## src/hdl/srdm_pkg.sv

```systemverilog
// Shared types and constants of the seed rectangle dilation map.
// No dependencies; used by every module of the block.
`timescale 1ns / 1ps

package srdm_pkg;

  // Parameter defaults
  localparam int unsigned MAX_ROWS_DEF = 64;
  localparam int unsigned MAX_COLS_DEF = 64;

  // Fixed field widths
  localparam int unsigned REQ_W      = 2;
  localparam int unsigned SEED_W     = 12;
  localparam int unsigned CSEL_W     = 6;
  localparam int unsigned BITS_W     = 64;
  localparam int unsigned ROWS_REG_W = 7;
  localparam int unsigned COLS_REG_W = 7;
  localparam int unsigned HALF_W     = 6;

  // Configuration port
  localparam int unsigned APB_AW = 4;
  localparam int unsigned APB_DW = 32;

  // Request codes
  typedef enum logic [REQ_W-1:0] {
    REQ_MARK  = 2'd0,
    REQ_READ  = 2'd1,
    REQ_CLEAR = 2'd2
  } req_type_e;

  // Register indexes (word address)
  typedef enum logic [1:0] {
    REG_IMAGE_ROWS  = 2'd0,
    REG_IMAGE_COLS  = 2'd1,
    REG_HALF_HEIGHT = 2'd2,
    REG_HALF_WIDTH  = 2'd3
  } reg_index_e;

  // Map memory control
  typedef struct packed {
    logic we;
    logic re;
  } mem_ctrl_t;

endpackage

```

## src/hdl/srdm_divider.sv

```systemverilog
// Iterative restoring divider: one quotient bit per cycle on a shared
// subtract/compare unit. Depends on srdm_pkg.
`timescale 1ns / 1ps

module srdm_divider #(
  parameter int unsigned DIV_W = 7
) (
  input  logic                        clk_i,
  input  logic                        rst_ni,
  input  logic                        start_i,
  input  logic [srdm_pkg::SEED_W-1:0] dividend_i,
  input  logic [DIV_W-1:0]            divisor_i,
  output logic                        done_o,
  output logic [srdm_pkg::SEED_W-1:0] quotient_o,
  output logic [DIV_W-1:0]            remainder_o
);

  localparam int unsigned SW  = srdm_pkg::SEED_W;
  localparam int unsigned CNT = $clog2(SW + 1);

  logic [SW-1:0]    quo_q, quo_d;
  logic [DIV_W-1:0] rem_q, rem_d;
  logic [CNT-1:0]   cnt_q, cnt_d;
  logic             run_q, run_d;
  logic             done_q, done_d;
  logic [DIV_W:0]   trial;
  logic [DIV_W:0]   diff;
  logic             ge;

  // Shared unit: shift in next dividend bit, trial subtract
  assign trial = {rem_q, quo_q[SW-1]};
  assign diff  = trial - {1'b0, divisor_i};
  assign ge    = ~diff[DIV_W];

  always_comb begin
    quo_d  = quo_q;
    rem_d  = rem_q;
    cnt_d  = cnt_q;
    run_d  = run_q;
    done_d = 1'b0;
    if (start_i) begin
      quo_d = dividend_i;
      rem_d = '0;
      cnt_d = CNT'(SW);
      run_d = 1'b1;
    end else if (run_q) begin
      rem_d = ge ? diff[DIV_W-1:0] : trial[DIV_W-1:0];
      quo_d = {quo_q[SW-2:0], ge};
      cnt_d = cnt_q - 1'b1;
      if (cnt_q == CNT'(1)) begin
        run_d  = 1'b0;
        done_d = 1'b1;
      end
    end
  end

  // Control state
  always_ff @(posedge clk_i or negedge rst_ni) begin
    if (!rst_ni) begin
      run_q  <= 1'b0;
      done_q <= 1'b0;
      cnt_q  <= '0;
    end else begin
      run_q  <= run_d;
      done_q <= done_d;
      cnt_q  <= cnt_d;
    end
  end

  // Datapath
  always_ff @(posedge clk_i) begin
    quo_q <= quo_d;
    rem_q <= rem_d;
  end

  assign done_o      = done_q;
  assign quotient_o  = quo_q;
  assign remainder_o = rem_q;

endmodule

```

## src/hdl/srdm_map_mem.sv

```systemverilog
// Single-port mark map memory, one word per column, registered read.
// Depends on srdm_pkg for the control struct.
`timescale 1ns / 1ps

module srdm_map_mem #(
  parameter int unsigned WORD_W = 64,
  parameter int unsigned DEPTH  = 64,
  parameter int unsigned AW     = 6
) (
  input  logic                clk_i,
  input  srdm_pkg::mem_ctrl_t ctrl_i,
  input  logic [AW-1:0]       addr_i,
  input  logic [WORD_W-1:0]   wdata_i,
  output logic [WORD_W-1:0]   rdata_o
);

  logic [WORD_W-1:0] mem [DEPTH];
  logic [WORD_W-1:0] rdata_q;

  // Write port
  always_ff @(posedge clk_i) begin
    if (ctrl_i.we) begin
      mem[addr_i] <= wdata_i;
    end
  end

  // Registered read port
  always_ff @(posedge clk_i) begin
    if (ctrl_i.re) begin
      rdata_q <= mem[addr_i];
    end
  end

  assign rdata_o = rdata_q;

endmodule

```

## src/hdl/seed_rectangle_dilation_map.sv

```systemverilog
// Top level of the seed rectangle dilation map: APB registers, sequencer.
// Depends on srdm_pkg, srdm_divider and srdm_map_mem.
`timescale 1ns / 1ps

// Keeps a binary mark map of MAX_COLS column words (bit r = row r). A request
// is taken when start is high and busy is low; its one result appears on
// column_bits_o/status_o for exactly one cycle with done_o high and cannot be
// held off. A mark first splits the seed into row and column on the
// one-bit-per-cycle divider, then reads and writes each clipped column (at
// most 2*half_width of them) through the single memory port. A seed beyond the
// image answers after the division. A clear zeroes one column per cycle.
// After reset the map is cleared in a pass with busy high; register writes
// are taken anytime.
module seed_rectangle_dilation_map #(
  parameter int unsigned MAX_ROWS = srdm_pkg::MAX_ROWS_DEF,
  parameter int unsigned MAX_COLS = srdm_pkg::MAX_COLS_DEF
) (
  input  logic                          clk_i,
  input  logic                          rst_ni,
  // request channel
  input  logic                          start,
  output logic                          busy,
  input  logic [srdm_pkg::REQ_W-1:0]    req_type_i,
  input  logic [srdm_pkg::SEED_W-1:0]   seed_index_i,
  input  logic [srdm_pkg::CSEL_W-1:0]   column_select_i,
  // result channel
  output logic                          done_o,
  output logic [srdm_pkg::BITS_W-1:0]   column_bits_o,
  output logic                          status_o,
  // configuration port
  input  logic                          psel,
  input  logic                          penable,
  input  logic                          pwrite,
  input  logic [srdm_pkg::APB_AW-1:0]   paddr,
  input  logic [srdm_pkg::APB_DW-1:0]   pwdata,
  output logic [srdm_pkg::APB_DW-1:0]   prdata,
  output logic                          pready
);

  localparam int unsigned RW  = $clog2(MAX_ROWS + 1);
  localparam int unsigned CNW = $clog2(MAX_COLS + 1);
  localparam int unsigned AW  = (MAX_COLS > 1) ? $clog2(MAX_COLS) : 1;
  localparam int unsigned XW  = srdm_pkg::SEED_W + 2;
  localparam int unsigned YW  = RW + 7;

  typedef enum logic [5:0] {
    ST_CLEAR = 6'b000001,
    ST_IDLE  = 6'b000010,
    ST_DIV   = 6'b000100,
    ST_COL   = 6'b001000,
    ST_WR    = 6'b010000,
    ST_RDC   = 6'b100000
  } state_e;

  // ---------------- configuration registers ----------------
  logic [srdm_pkg::ROWS_REG_W-1:0] image_rows_q;
  logic [srdm_pkg::COLS_REG_W-1:0] image_cols_q;
  logic [srdm_pkg::HALF_W-1:0]     half_height_q;
  logic [srdm_pkg::HALF_W-1:0]     half_width_q;
  logic                            cfg_wr;
  srdm_pkg::reg_index_e            cfg_idx;

  assign pready = 1'b1;
  assign cfg_wr = psel & penable & pwrite & pready;
  assign cfg_idx = srdm_pkg::reg_index_e'(paddr[3:2]);

  always_ff @(posedge clk_i or negedge rst_ni) begin
    if (!rst_ni) begin
      image_rows_q  <= srdm_pkg::ROWS_REG_W'(64);
      image_cols_q  <= srdm_pkg::COLS_REG_W'(64);
      half_height_q <= srdm_pkg::HALF_W'(1);
      half_width_q  <= srdm_pkg::HALF_W'(1);
    end else if (cfg_wr) begin
      unique case (cfg_idx)
        srdm_pkg::REG_IMAGE_ROWS:  image_rows_q  <= pwdata[srdm_pkg::ROWS_REG_W-1:0];
        srdm_pkg::REG_IMAGE_COLS:  image_cols_q  <= pwdata[srdm_pkg::COLS_REG_W-1:0];
        srdm_pkg::REG_HALF_HEIGHT: half_height_q <= pwdata[srdm_pkg::HALF_W-1:0];
        srdm_pkg::REG_HALF_WIDTH:  half_width_q  <= pwdata[srdm_pkg::HALF_W-1:0];
        default: ;
      endcase
    end
  end

  // Register readback
  always_comb begin
    unique case (cfg_idx)
      srdm_pkg::REG_IMAGE_ROWS:  prdata = srdm_pkg::APB_DW'(image_rows_q);
      srdm_pkg::REG_IMAGE_COLS:  prdata = srdm_pkg::APB_DW'(image_cols_q);
      srdm_pkg::REG_HALF_HEIGHT: prdata = srdm_pkg::APB_DW'(half_height_q);
      srdm_pkg::REG_HALF_WIDTH:  prdata = srdm_pkg::APB_DW'(half_width_q);
      default:                   prdata = '0;
    endcase
  end

  // ---------------- effective image size ----------------
  logic [RW-1:0]  rows_eff;
  logic [CNW-1:0] cols_eff;

  always_comb begin
    if (image_rows_q == '0) begin
      rows_eff = RW'(1);
    end else if (int'(image_rows_q) > int'(MAX_ROWS)) begin
      rows_eff = RW'(MAX_ROWS);
    end else begin
      rows_eff = RW'(image_rows_q);
    end
    if (image_cols_q == '0) begin
      cols_eff = CNW'(1);
    end else if (int'(image_cols_q) > int'(MAX_COLS)) begin
      cols_eff = CNW'(MAX_COLS);
    end else begin
      cols_eff = CNW'(image_cols_q);
    end
  end

  // ---------------- divider: seed -> column, row ----------------
  logic                        div_start;
  logic                        div_done;
  logic [srdm_pkg::SEED_W-1:0] div_quo;
  logic [RW-1:0]               div_rem;

  srdm_divider #(
    .DIV_W (RW)
  ) u_divider (
    .clk_i       (clk_i),
    .rst_ni      (rst_ni),
    .start_i     (div_start),
    .dividend_i  (seed_index_i),
    .divisor_i   (rows_eff),
    .done_o      (div_done),
    .quotient_o  (div_quo),
    .remainder_o (div_rem)
  );

  // ---------------- window bounds from quotient and remainder ----------------
  logic [XW-1:0]       quo_x, cols_x, hw_x, c0_x, csum_x, c1_x;
  logic [YW-1:0]       row_y, rows_y, hh_y, r0_y, rsum_y, r1_y;
  logic [RW-1:0]       r0, r1;
  logic                col_ovf;
  logic [MAX_ROWS-1:0] mask_new;

  always_comb begin
    quo_x   = XW'(div_quo);
    cols_x  = XW'(cols_eff);
    hw_x    = XW'(half_width_q);
    col_ovf = quo_x >= cols_x;
    c0_x    = (quo_x > hw_x) ? (quo_x - hw_x) : '0;
    csum_x  = quo_x + hw_x;
    c1_x    = (csum_x < cols_x) ? csum_x : cols_x;

    row_y  = YW'(div_rem);
    rows_y = YW'(rows_eff);
    hh_y   = YW'(half_height_q);
    r0_y   = (row_y > hh_y) ? (row_y - hh_y) : '0;
    rsum_y = row_y + hh_y;
    r1_y   = (rsum_y < rows_y) ? rsum_y : rows_y;
    r0     = RW'(r0_y);
    r1     = RW'(r1_y);
  end

  // Row mask [r0, r1)
  always_comb begin
    for (int i = 0; i < int'(MAX_ROWS); i++) begin
      mask_new[i] = (RW'(i) >= r0) && (RW'(i) < r1);
    end
  end

  // ---------------- map memory ----------------
  srdm_pkg::mem_ctrl_t mem_ctrl;
  logic [AW-1:0]       mem_addr;
  logic [MAX_ROWS-1:0] mem_wdata;
  logic [MAX_ROWS-1:0] mem_rdata;

  srdm_map_mem #(
    .WORD_W (MAX_ROWS),
    .DEPTH  (MAX_COLS),
    .AW     (AW)
  ) u_map_mem (
    .clk_i   (clk_i),
    .ctrl_i  (mem_ctrl),
    .addr_i  (mem_addr),
    .wdata_i (mem_wdata),
    .rdata_o (mem_rdata)
  );

  // ---------------- sequencer ----------------
  state_e                      state_q, state_d;
  logic [CNW-1:0]              p_q, p_d;
  logic [CNW-1:0]              c1_q, c1_d;
  logic [MAX_ROWS-1:0]         mask_q, mask_d;
  logic                        clr_reply_q, clr_reply_d;
  logic                        done_q, done_d;
  logic [srdm_pkg::BITS_W-1:0] bits_q, bits_d;
  logic                        status_q, status_d;
  logic                        csel_ok;

  assign csel_ok = int'(column_select_i) < int'(MAX_COLS);

  always_comb begin
    state_d     = state_q;
    p_d         = p_q;
    c1_d        = c1_q;
    mask_d      = mask_q;
    clr_reply_d = clr_reply_q;
    done_d      = 1'b0;
    bits_d      = bits_q;
    status_d    = status_q;
    mem_ctrl    = '0;
    mem_addr    = p_q[AW-1:0];
    mem_wdata   = mem_rdata | mask_q;
    div_start   = 1'b0;

    unique case (state_q)
      // Zero one column per cycle
      ST_CLEAR: begin
        mem_ctrl.we = 1'b1;
        mem_wdata   = '0;
        p_d         = p_q + 1'b1;
        if (p_q == CNW'(MAX_COLS - 1)) begin
          p_d     = '0;
          state_d = ST_IDLE;
          if (clr_reply_q) begin
            clr_reply_d = 1'b0;
            done_d      = 1'b1;
            bits_d      = '0;
            status_d    = 1'b0;
          end
        end
      end

      // Take a request
      ST_IDLE: begin
        if (start) begin
          case (srdm_pkg::req_type_e'(req_type_i))
            srdm_pkg::REQ_MARK: begin
              div_start = 1'b1;
              state_d   = ST_DIV;
            end
            srdm_pkg::REQ_READ: begin
              if (csel_ok) begin
                mem_ctrl.re = 1'b1;
                mem_addr    = AW'(column_select_i);
                state_d     = ST_RDC;
              end else begin
                done_d   = 1'b1;
                bits_d   = '0;
                status_d = 1'b0;
              end
            end
            srdm_pkg::REQ_CLEAR: begin
              p_d         = '0;
              clr_reply_d = 1'b1;
              state_d     = ST_CLEAR;
            end
            default: begin
              done_d   = 1'b1;
              bits_d   = '0;
              status_d = 1'b0;
            end
          endcase
        end
      end

      // Wait for the division, then answer a seed beyond the image or latch the window
      ST_DIV: begin
        if (div_done) begin
          if (col_ovf) begin
            done_d   = 1'b1;
            bits_d   = '0;
            status_d = 1'b1;
            state_d  = ST_IDLE;
          end else begin
            p_d     = CNW'(c0_x);
            c1_d    = CNW'(c1_x);
            mask_d  = mask_new;
            state_d = ST_COL;
          end
        end
      end

      // Read the next column or finish
      ST_COL: begin
        if (p_q < c1_q) begin
          mem_ctrl.re = 1'b1;
          state_d     = ST_WR;
        end else begin
          done_d   = 1'b1;
          bits_d   = '0;
          status_d = 1'b0;
          state_d  = ST_IDLE;
        end
      end

      // OR the mask into the column
      ST_WR: begin
        mem_ctrl.we = 1'b1;
        p_d         = p_q + 1'b1;
        state_d     = ST_COL;
      end

      // Return the column word
      ST_RDC: begin
        done_d   = 1'b1;
        bits_d   = srdm_pkg::BITS_W'(mem_rdata);
        status_d = 1'b0;
        state_d  = ST_IDLE;
      end

      default: state_d = ST_IDLE;
    endcase
  end

  // Control state; reset starts the clearing pass
  always_ff @(posedge clk_i or negedge rst_ni) begin
    if (!rst_ni) begin
      state_q     <= ST_CLEAR;
      p_q         <= '0;
      clr_reply_q <= 1'b0;
      done_q      <= 1'b0;
    end else begin
      state_q     <= state_d;
      p_q         <= p_d;
      clr_reply_q <= clr_reply_d;
      done_q      <= done_d;
    end
  end

  // Payload registers
  always_ff @(posedge clk_i) begin
    c1_q     <= c1_d;
    mask_q   <= mask_d;
    bits_q   <= bits_d;
    status_q <= status_d;
  end

  assign busy          = state_q != ST_IDLE;
  assign done_o        = done_q;
  assign column_bits_o = bits_q;
  assign status_o      = status_q;

endmodule

```

## config.mk

```make
export PLATFORM = sky130hd
export DESIGN_NAME = seed_rectangle_dilation_map
export DESIGN_NICKNAME = d
export VERILOG_FILES = /design/src/hdl/srdm_pkg.sv /design/src/hdl/srdm_divider.sv /design/src/hdl/srdm_map_mem.sv /design/src/hdl/seed_rectangle_dilation_map.sv
export SDC_FILE = /design/constraint.sdc
export NUM_CORES = 2
export LEC_CHECK = 0
export BUFFER_PORTS_ARGS = -buffer_cell sky130_fd_sc_hd__buf_2
export CORE_MARGIN = 4
export CORE_UTILIZATION = 40
export DETAILED_ROUTE_END_ITERATION = 8
export PLACE_DENSITY = 0.61
export REMOVE_ABC_BUFFERS = 1
export SYNTH_ARGS = -nofsm -noshare
export SYNTH_HDL_FRONTEND = slang
export SYNTH_SLANG_ARGS = --single-unit
export TNS_END_PERCENT = 100
```

## constraint.sdc

```tcl
create_clock -name clk_i -period 5.5 [get_ports clk_i]
set_clock_uncertainty 0.05 [all_clocks]
set_input_delay 0.275 -clock clk_i [delete_from_list [all_inputs] [get_ports clk_i]]
set_output_delay 0.275 -clock clk_i [all_outputs]
set_load 0.02 [all_outputs]
```

* Word-level counts from Yosys, hierarchy flattened
Memory sizes are Yosys's and may differ from the RTL's. A register that Yosys moved wholly into a read port is not among the register bits.
Index checks and enable logic that the tools add are counted.
** Storage, ports and cells
- Input bits :: 62
- Output and inout port bits :: 100
- RAM bits :: 4096
- Register bits after elaboration :: 202
- Word-level logic and storage cells :: 348
- Memories kept :: 1
** Memories
- u_map_mem.mem :: words 64, width 64, read ports 1, clocked after Yosys merged registers in 1, write ports 1, line srdm_map_mem.sv:17 : logic [WORD_W-1:0] mem [DEPTH];
** Cells by class
- Muxes and demuxes :: 75
- Magnitude comparators :: 136
- Add/sub/neg operators :: 7
- Equal/unequal tests :: 24
- Bitwise operators :: 5
- Reductions and logical operators :: 83
** Operators with widths (count)
- two-way mux 64 bit :: 8
- one-hot mux 64 bit (5 select lines) :: 1
- >= comparator 6 x 7 -> 1 bit (first input constant) :: 32
- less-than comparator 6 x 7 -> 1 bit (first input constant) :: 32
- one-hot mux 32 bit (4 select lines) :: 1
- >= comparator 5 x 7 -> 1 bit (first input constant) :: 16
- less-than comparator 5 x 7 -> 1 bit (first input constant) :: 16
- two-way mux 7 bit :: 14
- logical AND 1 bit :: 64
- OR 64 bit :: 1
- >= comparator 4 x 7 -> 1 bit (first input constant) :: 8
- less-than comparator 4 x 7 -> 1 bit (first input constant) :: 8
- two-way mux 6 bit :: 6
- two-way mux 1 bit :: 32
- one-hot mux 6 bit (5 select lines) :: 1
- >= comparator 3 x 7 -> 1 bit (first input constant) :: 4
- less-than comparator 3 x 7 -> 1 bit (first input constant) :: 4
- one-hot mux 7 bit (4 select lines) :: 1
- two-way mux 12 bit :: 2
- one-hot mux 6 bit (3 select lines) :: 1
- >= comparator 1 x 7 -> 1 bit (first input constant) :: 2
- >= comparator 2 x 7 -> 1 bit (first input constant) :: 2
- > comparator 7 bit (second input constant) :: 2
- logical NOT 7 bit :: 2
- other kinds (45) :: 70

* Depth between registers and ports, before layout
- Depth in word-level cells :: 7
- Gate-level depth with buffers :: 17
- Depth with buffers taken out :: 14

* Modules after synthesis
A second synthesis with hierarchy kept.
** Second synthesis, totals
- Cell total of the unflattened synthesis :: 9582
- Area total of the unflattened synthesis :: 169207.3 um^2
** Modules (own cells, without submodules)
- srdm_map_mem :: seq. area each 124919.8 um^2, instances 1, area each 155868.2 um^2, cells an instance 8257
- seed_rectangle_dilation_map :: seq. area each 5116.2 um^2, instances 1, area each 11826.3 um^2, cells an instance 1184
- srdm_divider :: seq. area each 650.6 um^2, instances 1, area each 1512.7 um^2, cells an instance 141

* Least setup slack after synthesis
Ideal clock, no wire load.
- Path type :: reg-to-reg
- Start :: reg state_q[5]
- End :: mem u_map_mem.mem[15][0], enable pin
- Path buffers :: 5
- Slack :: -320 ps
- Required time :: 4963 ps
- Cell stages (with the launch flop) :: 11
- Library setup time :: 487 ps
- Clock period less this slack :: 5820 ps
- Data arrival time :: 5283 ps
- Cell sequence :: dfrtp_1 -> or4_1 -> clkbuf_1 -> or2_1 -> buf_6 -> o31ai_2 -> buf_2 -> buf_2 -> buf_1 -> nand2_1 -> nor2_1
** Between the ends
- Word-level cells in the longest chain between the ends :: 5
- Elaborated cells between the ends (all ways) :: 8
- Classes of those cells :: eq/ne: 3; mux: 4; reduce/logical: 1
** Ends and longest elaborated chain
- start: declaration :: line seed_rectangle_dilation_map.sv:187 : state_e state_q, state_d;
- start signal: assignment :: line seed_rectangle_dilation_map.sv:321 : state_q <= state_d;
- == test 6 x 5 -> 1 bit or == test 6 x 1 -> 1 bit (tied branches) :: line seed_rectangle_dilation_map.sv:213 : unique case (state_q)
- OR reduction 2 bit (no source line)
- two-way mux 1 bit :: line seed_rectangle_dilation_map.sv:213
- two-way mux 1 bit :: line srdm_map_mem.sv:22 : if (ctrl_i.we) begin
- two-way mux 1 bit (not written as such) :: line srdm_map_mem.sv:23 : mem[addr_i] <= wdata_i;
- end: declaration :: line srdm_map_mem.sv:17
Several ways; a longest one is shown, not always the timed one.

* Final worst setup path
- Start :: reg state_q[5]
- End :: mem u_map_mem.mem[15][8], enable pin
The elaborated chain is that of the path after synthesis.

==> impl_metrics.yaml <==
power_and_ir_drop:
  irDropWorstVdd_mv: 0.724
  cellPowerDensity_nw_per_um2: 484
  p_leak_nw: 57.2
critical_path:
  critical_path.max_fanout: 33
  cp.required_ns: 6.01
  start_kind: "flip-flop"
  critPathKind: "reg2reg"
  end_kind: "flip-flop"
  arrival_ns: 5.48
global_route:
  first_global_vias: 94400
  grt_pass1_wl_um: 803000
  track_usage: 0.277
  grt_max_degree: 98
  overflow: 0
  antenna_found_initial: 61
drt:
  drt_first_pass_iters: 8
  drc: 0
  vias: 101000
  drtAntennaViolNets: 0
  drt_wl_total_um: 600000
  drt-wirelength-per-cell_um: 38.9
  viasPerCell: 6.58
  drt-initial-drc-count: 18700
synthesis:
  ys_types: 78
  async_reset_ff_frac: 0.0108
  synth_area_per_cell_um2: 17.6
  netlist_instances: 9256
  synth_seq_area_share: 0.804
  yosysWarnings: 0
  ys_ff_latch: 4362
  synth_edf_count: 4308
  synth_flop_cell: "edfxtp_1"
  syn_area_um2: 163000
timing:
  finalHoldViolations: 0
  relSlewSlack: -0.00372
  finalSetupViolCount: 0
  min_period_ns: 4.97
  rsz0062_at_grt: "no"
  fin_crit_sh: 0.904
  report.final.slew_viol_count: 16
  fin_tns_setup_ns: 0
  worst_pin_slew_ns: 1.51
  fmax_mhz: 201
die:
  num_rows: 233
  die_h_um: 645
  die_x_um: 645
  initial_core_util: 0.403
  coreArea_um2: 404000
  die-area_um2: 417000
  ioPinCount: 162
worst_hold_path:
  hold_path.class: "in2reg"
cts:
  clkSinkCount: 4362
  clock_latency_ns: 0.98
  clockRootBuffer: "clkbuf_16"
  htreeDepth: 5
  cts.path.max_buffers: 4
  cts_resized: 0
  cts_tree: "yes"
  numCtsBuffers: 422
  path_clk_slew_ns: 0.06
placed_design:
  port_buffers: 108
  place.gp.congestion: 0.849
  placed_area_um2: 173000
  hpwl_um: 311000
final_layout:
  n_fill_cell: 33700
  nets: 9752
  areaGrowthSynthToFinish_pct: 15.0
  final_area_um2: 187000
  drive_gt1_frac: 0.132
outcome:
  violations: "capacitance limit, slew limit"
  status: "finished with violations"
run:
  drv_cap: 1
==> synth_stat cells (12+ instances only) <==
library cell	number	area [µm²]
o31ai_1	12	90.1
ha_1	64	801
nand2b_1	28	175
nand4_1	97	607
buf_6	15	169
o21ai_0	135	676
nor4_1	50	313
nor2_1	262	983
o211ai_1	35	263
o2111ai_1	33	289
and3_1	14	87.6
clkbuf_1	307	1150
a222oi_1	38	380
nor2b_1	24	150
or2_2	12	75.1
mux2i_1	90	901
buf_2	179	896
a31oi_1	248	1550
a21oi_1	249	1250
dfrtp_1	42	1050
xnor2_1	15	131
a221oi_1	322	2820
and2_1	72	450
nand3_1	176	881
a211oi_1	46	345
a22oi_1	1201	9020
inv_1	63	236
buf_4	29	218
nor3_1	52	260
a41oi_1	12	105
edfxtp_1	4308	129000
a21o_1	38	285
buf_1	96	360
mux2_2	36	405
nand2_1	398	1490
a22o_1	308	2700
==> per-stage QoR <==
| step | std cells | hold slack (ns) | total power [W] | utilization | setup slack, ns |
|---|---|---|---|---|---|
| 3_3_place_gp | 14600 | 0.392 | 0.0621 | 0.429 | 0.634 |
| 4_1_cts | 15400 | 0.0114 | 0.0900 | 0.463 | 0.613 |
| 2_1_floorplan | 8654 | -0.0706 | 0.0526 | - | -17.34 |
| 6_report | 15400 | 0.0735 | 0.0905 | 0.463 | 0.530 |
| 5_1_grt | 15400 | 0.111 | 0.0930 | 0.463 | 0.295 |
| 3_5_place_dp | 14600 | 0.400 | 0.0623 | 0.429 | 0.641 |
==> metal layers <==
layer	track usage	vias to the layer above	routed length [µm]
met5	0	-	223
met4	0.153	32	37700
met3	0.0696	1562	82600
met2	0.421	8639	268000
met1	0.367	52000	211000
li1	-	39100	-
==> state kept, by name, indices dropped and copies added (netlist names), 7 cells and up <==
| name | count |
|---|---|
| u_map_mem.mem | 4096 |
| column_bits_o | 64 |
| mask_q | 64 |
| u_map_mem.rdata_o | 64 |
| u_divider.quotient_o | 12 |
| c1_q | 7 |
| image_cols_q | 7 |
| image_rows_q | 7 |
| p_q | 7 |
| u_divider.remainder_o | 7 |
==> layout by cell type (no fill, tap or decap), types with 36 or more instances in the layout <==
master        n
edfxtp_1   4308
a22oi_1    1201
clkbuf_16   432
nand2_1     398
a221oi_1    322
a22o_1      308
buf_4       253
a31oi_1     247
a21oi_1     245
nand3_1     176
buf_12      153
nor2_1      136
o21ai_0     134
clkinv_1    120
nor2_4      118
buf_2       108
nand4_1      97
mux2i_1      87
clkbuf_1     86
and2_1       72
ha_1         64
inv_1        63
clkinv_2     63
nor3_1       52
nor4_1       50
a211oi_1     46
dfrtp_1      42
a222oi_1     38
a21o_1       37
mux2_2       36
==> kinds of logic after synthesis <==
| logic type | synth area share |
|---|---|
| fa+ha+maj | 0.00554 |
| flops | 0.804 |
| xor+xnor | 0.00140 |
| mux | 0.00887 |
| buf+inv | 0.0187 |
| other cells | 0.0000462 |
| compound gates | 0.126 |
| simple gates | 0.0355 |
==> cell type report <==
| type | count | area (µm²) | area share |
|---|---|---|---|
| flip-flops and latches | 4362 | 131000 | 0.699 |
| clock buffers | 518 | 11100 | 0.0596 |
| multi-input cells | 4229 | 30100 | 0.161 |
| repair buffers | 543 | 5790 | 0.0310 |
| clock inverters | 245 | 2030 | 0.0109 |
| diodes | 35 | 87.6 | 0.000469 |
| inverters | 63 | 236 | 0.00127 |
| well taps | 5405 | 6760 | 0.0362 |
==> path summary, 6_finish.rpt <==
kind,slack [ns],cells past startpoint,start,endpoint
min reg2reg,0.50,2,u_divider.quotient_o[9]$_DFFE_PP_,u_divider.quotient_o[10]$_DFFE_PP_
min in group asynchronous,0.44,4,rst_ni,done_o$_DFF_PN0_
min,0.07,4,penable,image_rows_q[6]$_DFFE_PN1P_
max,0.53,8,state_q[5]$_DFFE_PN0P_,u_map_mem.mem[15][8]$_DFFE_PP_
max in group asynchronous,4.43,4,rst_ni,half_height_q[1]$_DFFE_PN0P_
max reg2reg,0.53,8,state_q[5]$_DFFE_PN0P_,u_map_mem.mem[15][8]$_DFFE_PP_
==> timing repair <==
item / 4_1_cts / 5_1_grt
endpoints found under the hold margin: 97 / 0
hold buffers: 29 / 0
buffers inserted: 0 / 0
==> worst max-delay path: stages, from the launching register on <==
cell and delay, ns:
dfrtp_1 0.40, or4_1 0.78, or2_1 0.58, buf_4 0.31, o31ai_4 0.26, buf_12 0.30
nand2_1 0.67, nor2_4 0.27, buf_4 0.83
==> power by group <==
group,switching (W),total [W],internal [W],leakage (nW)
Sequential,0.000556,0.0391,0.0385,38.8
Combinational,0.0161,0.0232,0.00711,11.9
Clock,0.0124,0.0281,0.0157,6.42
Total,0.0291,0.0905,0.0613,57.2
No activity file was read; power rests on OpenSTA's default activity.
